**src/rtl/core/dhs_pkg.sv**
```systemverilog
// Shared types, widths and constants of the depth difference hole scorer.
// Used by every module of the block; depends on nothing else.
package dhs_pkg;

    // Field widths.
    localparam int DEPTH_W  = 16;
    localparam int TAG_W    = 8;
    localparam int CFG_W    = 17;
    localparam int PROB_W   = 16;
    localparam int CIDX_W   = 3;

    // Widths of the Gaussian exponent datapath.
    localparam int AZ_W     = 17;
    localparam int SQ_W     = 2 * AZ_W;
    localparam int DEN_W    = 2 * DEPTH_W;
    localparam int NUM_W    = 42;
    localparam int REM_W    = 44;
    localparam int ACC_W    = 17;
    localparam int PROD_W   = 33;

    // The exponent is computed in Q8 with twelve bits; 3072 and above underflows.
    localparam int EXP_BITS = 12;

    // Configuration register indexes.
    localparam logic [CIDX_W-1:0] CFG_MIN_CUTOFF    = 3'd0;
    localparam logic [CIDX_W-1:0] CFG_MAX_CUTOFF    = 3'd1;
    localparam logic [CIDX_W-1:0] CFG_ASSIGN_METHOD = 3'd2;
    localparam logic [CIDX_W-1:0] CFG_GAUSS_CENTER  = 3'd3;
    localparam logic [CIDX_W-1:0] CFG_GAUSS_SPREAD  = 3'd4;

    // Reset values of the configuration registers.
    localparam logic signed [CFG_W-1:0] MIN_CUTOFF_RST   = 17'sd0;
    localparam logic signed [CFG_W-1:0] MAX_CUTOFF_RST   = 17'sd1000;
    localparam logic                    METHOD_RST       = 1'b0;
    localparam logic signed [CFG_W-1:0] GAUSS_CENTER_RST = 17'sd0;
    localparam logic [DEPTH_W-1:0]      GAUSS_SPREAD_RST = 16'd100;

    // Probability constants.
    localparam logic [PROB_W-1:0] PROB_ONE  = 16'hFFFF;
    localparam logic [PROB_W-1:0] PROB_ZERO = 16'h0000;
    localparam logic [ACC_W-1:0]  ACC_ONE   = 17'h10000;
    localparam logic [PROD_W-1:0] ROUND_Q16 = 33'd32768;

    // exp(-2^k/256) in Q0.16, rounded to nearest.
    localparam logic [15:0] EXP_FACTOR [EXP_BITS] = '{
        16'd65280, 16'd65026, 16'd64520, 16'd63520, 16'd61565, 16'd57835,
        16'd51039, 16'd39750, 16'd24109, 16'd8869,  16'd1200,  16'd22
    };

    // Per-item flags that travel alongside the arithmetic.
    typedef struct packed {
        logic [TAG_W-1:0] tag;
        logic             assigned;
        logic             zero_diff;
        logic             zero_spread;
        logic             overflow;
    } dhs_meta_t;

    // One finished result item.
    typedef struct packed {
        logic [TAG_W-1:0]  tag;
        logic              assigned;
        logic [PROB_W-1:0] probability;
    } dhs_result_t;

endpackage

```
**src/rtl/core/dhs_exp.sv**
```systemverilog
// Exponential by repeated Q0.16 factors, one multiplier per pipeline stage,
// followed by the final probability selection. Depends on dhs_pkg.
module dhs_exp
(
    input  logic                              clk,
    input  logic                              rst_n,
    input  logic                              en,
    input  logic                              gauss_method,
    input  logic                              in_valid,
    input  dhs_pkg::dhs_meta_t                in_meta,
    input  logic [dhs_pkg::EXP_BITS-1:0]      in_quot,
    output logic                              out_valid,
    output dhs_pkg::dhs_result_t              out_result
);
    import dhs_pkg::*;

    logic                v_reg    [EXP_BITS];
    dhs_meta_t           meta_reg [EXP_BITS];
    logic [EXP_BITS-1:0] quot_reg [EXP_BITS];
    logic [ACC_W-1:0]    acc_reg  [EXP_BITS];

    for (genvar k = 0; k < EXP_BITS; k++)
    begin : g_factor
        logic                v_in;
        dhs_meta_t           meta_in;
        logic [EXP_BITS-1:0] quot_in;
        logic [ACC_W-1:0]    acc_in;
        logic [PROD_W-1:0]   prod;
        logic [ACC_W-1:0]    acc_next;

        if (k == 0)
        begin : g_first
            assign v_in    = in_valid;
            assign meta_in = in_meta;
            assign quot_in = in_quot;
            assign acc_in  = ACC_ONE;
        end
        else
        begin : g_next
            assign v_in    = v_reg[k-1];
            assign meta_in = meta_reg[k-1];
            assign quot_in = quot_reg[k-1];
            assign acc_in  = acc_reg[k-1];
        end

        // Multiply by exp(-2^k/256) when bit k of the exponent is set, rounding.
        assign prod     = PROD_W'(acc_in) * PROD_W'(EXP_FACTOR[k]) + ROUND_Q16;
        assign acc_next = quot_in[k] ? prod[PROD_W-1:16] : acc_in;

        always_ff @(posedge clk or negedge rst_n)
        begin
            if (!rst_n)
            begin
                v_reg[k] <= 1'b0;
            end
            else if (en)
            begin
                v_reg[k] <= v_in;
            end
        end

        always_ff @(posedge clk)
        begin
            if (en)
            begin
                meta_reg[k] <= meta_in;
                quot_reg[k] <= quot_in;
                acc_reg[k]  <= acc_next;
            end
        end
    end

    dhs_meta_t        last_meta;
    logic [ACC_W-1:0] last_acc;
    logic [PROB_W-1:0] gauss_prob;

    assign last_meta = meta_reg[EXP_BITS-1];
    assign last_acc  = acc_reg[EXP_BITS-1];

    // Gaussian value with its special cases, saturated to just below 1.0.
    always_comb
    begin
        if (last_meta.zero_spread)
        begin
            gauss_prob = last_meta.zero_diff ? PROB_ONE : PROB_ZERO;
        end
        else if (last_meta.overflow)
        begin
            gauss_prob = PROB_ZERO;
        end
        else if (last_acc[ACC_W-1])
        begin
            gauss_prob = PROB_ONE;
        end
        else
        begin
            gauss_prob = last_acc[PROB_W-1:0];
        end
    end

    // Final result: unassigned gives zero; else one, or the Gaussian value.
    always_comb
    begin
        out_result.tag      = last_meta.tag;
        out_result.assigned = last_meta.assigned;
        if (!last_meta.assigned)
        begin
            out_result.probability = PROB_ZERO;
        end
        else if (gauss_method)
        begin
            out_result.probability = gauss_prob;
        end
        else
        begin
            out_result.probability = PROB_ONE;
        end
    end

    assign out_valid = v_reg[EXP_BITS-1];

endmodule

```
**config.mk**
```make
export PLATFORM = sky130hd
export DESIGN_NAME = dhs_exp
export DESIGN_NICKNAME = d
export VERILOG_FILES = /design/src/rtl/core/dhs_pkg.sv /design/src/rtl/core/dhs_exp.sv
export SDC_FILE = /design/constraint.sdc
export NUM_CORES = 2
export LEC_CHECK = 0
export BUFFER_PORTS_ARGS = -buffer_cell sky130_fd_sc_hd__buf_2
export CAP_MARGIN = 0
export CORE_ASPECT_RATIO = 2
export CORE_UTILIZATION = 50
export CTS_CLUSTER_DIAMETER = 200
export DETAILED_ROUTE_END_ITERATION = 16
export GPL_TIMING_DRIVEN = 0
export PLACE_DENSITY = 0.63
export RECOVER_POWER = 50
export SETUP_SLACK_MARGIN = 0.3
export SLEW_MARGIN = 25
export SYNTH_ARGS = -nofsm -noshare
export SYNTH_HDL_FRONTEND = slang
export SYNTH_SLANG_ARGS = --single-unit
```
**constraint.sdc**
```tcl
create_clock -name clk -period 17.5 [get_ports clk]
set_input_delay 2.625 -clock clk [delete_from_list [all_inputs] [get_ports clk]]
set_output_delay 2.625 -clock clk [all_outputs]
set_load 0.1 [all_outputs]
```
## Word-level counts from Yosys, hierarchy flattened

Memories as Yosys holds them, arrays and structs flattened.
Index checks and enable logic that the tools add are counted.

| word-level totals | value |
|---|---|
| memories | 3 |
| flip-flop bits (word level) | 12 |
| bits of input ports | 29 |
| output and inout port bits | 26 |
| latch bits | 0 |
| word-level logic and storage cells | 57 |
| memory bits (read-only) | 0 |
| bits in writable memories | 492 |

Memory list:

| name | words | bits a word | rd ports | clocked after Yosys merged registers in | wr ports | RTL line | RTL |
|---|---|---|---|---|---|---|---|
| acc_reg | 12 | 17 | 12 | 0 | 12 | dhs_exp.sv:20 | `logic [ACC_W-1:0] acc_reg [EXP_BITS];` |
| meta_reg | 12 | 12 | 12 | 0 | 12 | dhs_exp.sv:18 | `dhs_meta_t meta_reg [EXP_BITS];` |
| quot_reg | 12 | 12 | 11 | 0 | 12 | dhs_exp.sv:19 | `logic [EXP_BITS-1:0] quot_reg [EXP_BITS];` |

| cells by class | value |
|---|---|
| shifts and indexed selects | 0 |
| reduce and logical (&&, ||, !) cells | 0 |
| multipliers | 11 |
| magnitude comparators | 0 |
| bitwise logic cells | 0 |
| mux-type cells | 20 |
| add/sub/neg operators | 11 |
| divide/modulo/power cells | 0 |
| equality and inequality tests | 0 |

Operators by type and width:

| cell | count |
|---|---|
| $add A33 B16 Y33 const B | 7 |
| $mux W17 | 12 |
| $mul A17 B16 Y33 const B | 3 |
| $mul A17 B15 Y32 const B | 3 |
| $mux W16 | 6 |
| $add A32 B16 Y33 const B | 1 |
| $add A31 B16 Y32 const B | 1 |
| $mul A17 B14 Y31 const B | 1 |
| $mul A17 B13 Y30 const B | 1 |
| $add A28 B16 Y29 const B | 1 |
| $mul A17 B11 Y28 const B | 1 |
| $mul A17 B7 Y24 const B | 1 |
| $add A22 B16 Y23 const B | 1 |
| $mul A17 B4 Y21 const B | 1 |
| $mux W1 | 2 |

## Depth between registers and ports, before layout

An unclocked memory read counts as a cell.

| logic depth | value |
|---|---|
| depth after elaboration | 6 |
| depth in mapped cells | 24 |
| depth with buffers taken out | 24 |

## Worst setup path after synthesis

OpenSTA, ideal clock, no wires.

| path | value |
|---|---|
| kind | input-to-output |
| from | input gauss_method |
| to | output out_result[10] in the netlist's numbering |
| data required time | 14.875 ns |
| stages | 3 |
| buffers on the path | 1 |
| data arrival time | 5.181 ns |
| setup slack | 9.694 ns |
| cell sequence | a21boi_0 -> clkbuf_1 -> a21boi_0 |

RTL lines:

| element | RTL line | RTL |
|---|---|---|
| from (decl) | dhs_exp.sv:8 | `input logic gauss_method,` |
| to (decl) | dhs_exp.sv:13 | `output dhs_pkg::dhs_result_t out_result` |

==> impl_results.rst <==
.. list-table::
   :header-rows: 1

   * - Metric
     - Value
   * - Startpoint Class
     - input pin
   * - Remaining number of nets flagged by the antenna check after routing
     - 0
   * - Total detailed-routing wirelength
     - 114,000 µm
   * - Reg2Reg Launch Point
     - acc_reg[6][5]
   * - Worst Reg2Reg Path Length in Cells
     - 20
   * - Worst hold endpoint
     - quot_reg[7][10]
   * - Hold depth
     - 0
   * - Fin nets
     - 6,647
   * - Global-route met1 utilization
     - 0.187
   * - Initial antenna violation count
     - 2
   * - Slew at the pin closest to its max-slew limit
     - 4.48 ns
   * - Data arrival, critical path
     - 8.91 ns
   * - Ports
     - 55
   * - Area growth from synthesis to layout
     - 6.85%
   * - Number of buffers created by CTS
     - 44
   * - Setup repair after global routing missed its margin
     - no
   * - Max clock buf depth
     - 3
   * - HP Class
     - flip-flop to flip-flop
   * - Largest net degree at the start of global routing
     - 105
   * - Global routing usage on met2
     - 0.476
   * - Hold path start
     - quot_reg[6][10]
   * - Global-route wire length before repair
     - 184,000 µm
   * - FFs w/ async S/R, synth
     - 0.0299
   * - Most used flip-flop cell after synthesis
     - sky130_fd_sc_hd__edfxtp_1
   * - Worst skew pair latency
     - 0.63 ns
   * - Count of final max-slew check failures
     - 221
   * - Cell Area, Synth
     - 52,500 µm²
   * - Worst Path Class, Setup
     - input pin to flip-flop
   * - Slew Limit Headroom
     - -1.99
   * - Layout cell share with drive strength beyond 1
     - 0.0485
   * - Resized cells post-CTS
     - 0
   * - Peak fanout along the critical path
     - 74
   * - Count of state elements after synthesis
     - 402
   * - Core ar.
     - 104,000 µm²
   * - Count of endpoints failing setup in the final report
     - 0
   * - Number of design rule violations left after detail routing
     - 0
   * - Horiz. Die Dim
     - 231 µm
   * - Synthesized area per cell
     - 11.0 µm²
   * - Sum of overflow across all layers after global routing
     - 0
   * - Count of buffers added by post-CTS timing repair for setup
     - 0
   * - Max-cap viol count
     - 3
   * - Worst clock skew
     - 0.0265 ns
   * - Internal reg-to-reg setup slack
     - 9.60 ns
   * - Routed length per instance
     - 18.1 µm
   * - Share of the yosys chip area belonging to registers
     - 0.229
   * - Iteration count of the initial detailed-routing pass
     - 5
   * - Run status
     - finished with violations
   * - Global placer's final weighted congestion
     - 0.916
   * - Count of routing violations after the opening detailed-route iteration
     - 966
   * - Number of sinks handled by clock tree synthesis
     - 402
   * - Global routing's busiest layer
     - met2
   * - Setup Total Neg Slack
     - 0 ns
   * - Critical Path End Type
     - flip-flop
   * - Global-route track usage on met3
     - 0.0171
   * - Number of rows created at floorplan
     - 167
   * - Average via count per standard cell
     - 5.30
   * - Die Outline Area
     - 106,000 µm²
   * - Fmax
     - 116 MHz
   * - Worst endpoint required time
     - 17.76 ns
   * - Warnings, synthesis
     - 0
   * - HPWL after detailed placement
     - 98,400 µm
   * - EDFF count, synth
     - 390
   * - TritonCTS clock tree
     - done
   * - Clock-pin slew on the worst setup and hold paths
     - 0.06 ns
   * - Failing checks
     - max-capacitance violations, max-slew violations
   * - Clock root cell
     - sky130_fd_sc_hd__clkbuf_16
   * - Flip-flop count of the largest register after layout
     - 179
   * - Hold Vio Cnt, Final
     - 0
   * - Final period util
     - 0.494
   * - Minimum period implied by the final worst setup slack
     - 8.65 ns
   * - Unique masters post-synth
     - 98
   * - Count of vias placed by the detailed router
     - 33,247
   * - # hold bufs at CTS
     - 0
   * - Effective utilization at floorplan
     - 0.506
   * - Port Buffers
     - 54
   * - Number of global-route vias before repair
     - 37,089
   * - All-Layer GR Usage
     - 0.223
   * - CTS HTree Levels
     - 2
   * - Chip Height
     - 460 µm
   * - Synthesized netlist cell count
     - 4,776
   * - Capture point of the worst reg-to-reg path
     - acc_reg[7][16]
Yosys cell counts, types with 5 or more instances:
master,instances,area share
sky130_fd_sc_hd__a2111oi_0,5,0.00083
sky130_fd_sc_hd__a211o_1,6,0.0010
sky130_fd_sc_hd__a211oi_1,16,0.0023
sky130_fd_sc_hd__a21boi_0,22,0.0031
sky130_fd_sc_hd__a21o_1,68,0.0097
sky130_fd_sc_hd__a21oi_1,132,0.013
sky130_fd_sc_hd__a221oi_1,5,0.00083
sky130_fd_sc_hd__a31o_2,7,0.0012
sky130_fd_sc_hd__a31oi_1,22,0.0026
sky130_fd_sc_hd__and2_1,18,0.0021
sky130_fd_sc_hd__and3_1,20,0.0024
sky130_fd_sc_hd__and4_1,7,0.0012
sky130_fd_sc_hd__buf_4,9,0.0013
sky130_fd_sc_hd__clkbuf_1,40,0.0029
sky130_fd_sc_hd__dfrtp_1,12,0.0057
sky130_fd_sc_hd__edfxtp_1,390,0.22
sky130_fd_sc_hd__fa_1,653,0.25
sky130_fd_sc_hd__ha_1,1076,0.26
sky130_fd_sc_hd__inv_1,1204,0.086
sky130_fd_sc_hd__mux2_2,63,0.014
sky130_fd_sc_hd__mux2i_1,25,0.0048
sky130_fd_sc_hd__nand2_1,114,0.0081
sky130_fd_sc_hd__nand2b_1,17,0.0020
sky130_fd_sc_hd__nand3_1,60,0.0057
sky130_fd_sc_hd__nand3b_1,12,0.0017
sky130_fd_sc_hd__nand4_1,20,0.0024
sky130_fd_sc_hd__nor2_1,147,0.011
sky130_fd_sc_hd__nor2b_1,23,0.0027
sky130_fd_sc_hd__nor3_1,48,0.0046
sky130_fd_sc_hd__nor3b_1,8,0.0011
sky130_fd_sc_hd__nor4_1,9,0.0011
sky130_fd_sc_hd__o2111ai_1,10,0.0017
sky130_fd_sc_hd__o211ai_1,7,0.0010
sky130_fd_sc_hd__o21a_1,19,0.0027
sky130_fd_sc_hd__o21ai_0,96,0.0091
sky130_fd_sc_hd__o21ai_1,5,0.00048
sky130_fd_sc_hd__o21bai_1,19,0.0027
sky130_fd_sc_hd__o311ai_0,5,0.00083
sky130_fd_sc_hd__o31ai_1,13,0.0019
sky130_fd_sc_hd__o41ai_1,6,0.0010
sky130_fd_sc_hd__or2_2,14,0.0017
sky130_fd_sc_hd__or3_1,19,0.0023
sky130_fd_sc_hd__xnor2_1,127,0.021
sky130_fd_sc_hd__xor2_1,97,0.016
per-layer routing:
layer | up-vias | share of wire
met1 | 16555 | 0.31
met3 | 326 | 0.017
li1 | 15901 | -
met5 | - | 0.00014
met2 | 463 | 0.60
met4 | 2 | 0.073
placed cells by master, fill, tap and decap left out, types with 10 or more instances in the layout:
cell type,netlist,final
sky130_fd_sc_hd__o21a_1,19,19
sky130_fd_sc_hd__nand3b_1,12,12
sky130_fd_sc_hd__or3_1,19,19
sky130_fd_sc_hd__inv_1,1204,1204
sky130_fd_sc_hd__o31ai_1,13,13
sky130_fd_sc_hd__a21boi_0,22,22
sky130_fd_sc_hd__o21ai_0,96,96
sky130_fd_sc_hd__buf_2,1,50
sky130_fd_sc_hd__nand2b_1,17,17
sky130_fd_sc_hd__o2111ai_1,10,10
sky130_fd_sc_hd__clkbuf_1,40,50
sky130_fd_sc_hd__nand2_1,114,114
sky130_fd_sc_hd__fa_1,653,653
sky130_fd_sc_hd__nand3_1,60,60
sky130_fd_sc_hd__dfrtp_1,12,12
sky130_fd_sc_hd__nor2_1,147,147
sky130_fd_sc_hd__nor2b_1,23,23
sky130_fd_sc_hd__o21bai_1,19,19
sky130_fd_sc_hd__xor2_1,97,97
sky130_fd_sc_hd__a21o_1,68,68
sky130_fd_sc_hd__nor3_1,48,48
sky130_fd_sc_hd__clkbuf_16,0,45
sky130_fd_sc_hd__a21oi_1,132,132
sky130_fd_sc_hd__conb_1,2,11
sky130_fd_sc_hd__and2_1,18,18
sky130_fd_sc_hd__edfxtp_1,390,390
sky130_fd_sc_hd__or2_2,14,14
sky130_fd_sc_hd__ha_1,1076,1076
sky130_fd_sc_hd__clkinv_1,0,11
sky130_fd_sc_hd__nand4_1,20,20
sky130_fd_sc_hd__mux2i_1,25,25
sky130_fd_sc_hd__and3_1,20,20
sky130_fd_sc_hd__xnor2_1,127,127
sky130_fd_sc_hd__a31oi_1,22,22
sky130_fd_sc_hd__mux2_2,63,63
sky130_fd_sc_hd__a211oi_1,16,16
worst max-delay path, stage by stage:
cell and delay (ns):
sky130_fd_sc_hd__clkbuf_1 2.53, sky130_fd_sc_hd__clkbuf_1 3.22, sky130_fd_sc_hd__buf_16 0.32
metrics by stage:
stage | utilization | instance area (µm²) | setup WS (ns) | hold slack [ns] | std cells
2_1_floorplan | - | 52600 | 9.69 | 0.400 | 4785
3_3_place_gp | 0.525 | 54500 | 7.55 | 0.400 | 6191
3_5_place_dp | 0.526 | 54700 | 9.63 | 0.405 | 6195
4_1_cts | 0.541 | 56200 | 9.61 | 0.395 | 6275
5_1_grt | 0.541 | 56100 | 8.09 | 0.412 | 6276
6_report | 0.541 | 56100 | 8.85 | 0.398 | 6276
worst max path at each step:
stage | startpoint | end | slack, ns | cells after the start
floorplan | gauss_method | out_result[10] | 9.69 | 3
global placement | en | out_valid | 7.55 | 3
detailed placement | acc_reg[6][5] | acc_reg[7][16] | 9.63 | 20
CTS | acc_reg[6][5] | acc_reg[7][16] | 9.61 | 20
global route | en | acc_reg[7][9] | 8.09 | 3
finish | en | acc_reg[7][9] | 8.85 | 3
area by class of cell:
class / instances / area [µm²]
fill: 9124 / 47700
multi-input combinational: 3124 / 35800
sequential: 402 / 12000
inverter: 1204 / 4520
tap: 1352 / 1690
clock buffer: 47 / 1130
clock inverter: 33 / 413
timing repair buffer: 58 / 327
buffer: 55 / 262
antenna: 1 / 2.50
cells by family after synthesis:
kind of cell	Yosys count	synth area share
adder cells (fa/ha/maj)	1731	0.505
buffers and inverters	1259	0.0910
AND/OR/NAND/NOR	562	0.0548
AO/OA/AOI/OAI	507	0.0642
flip-flops	402	0.229
XOR/XNOR	225	0.0376
multiplexers	88	0.0183
other	2	0.000143
Power is not shown: default switching activity piles up to over one toggle a cycle in this logic, so the estimate is an artifact.
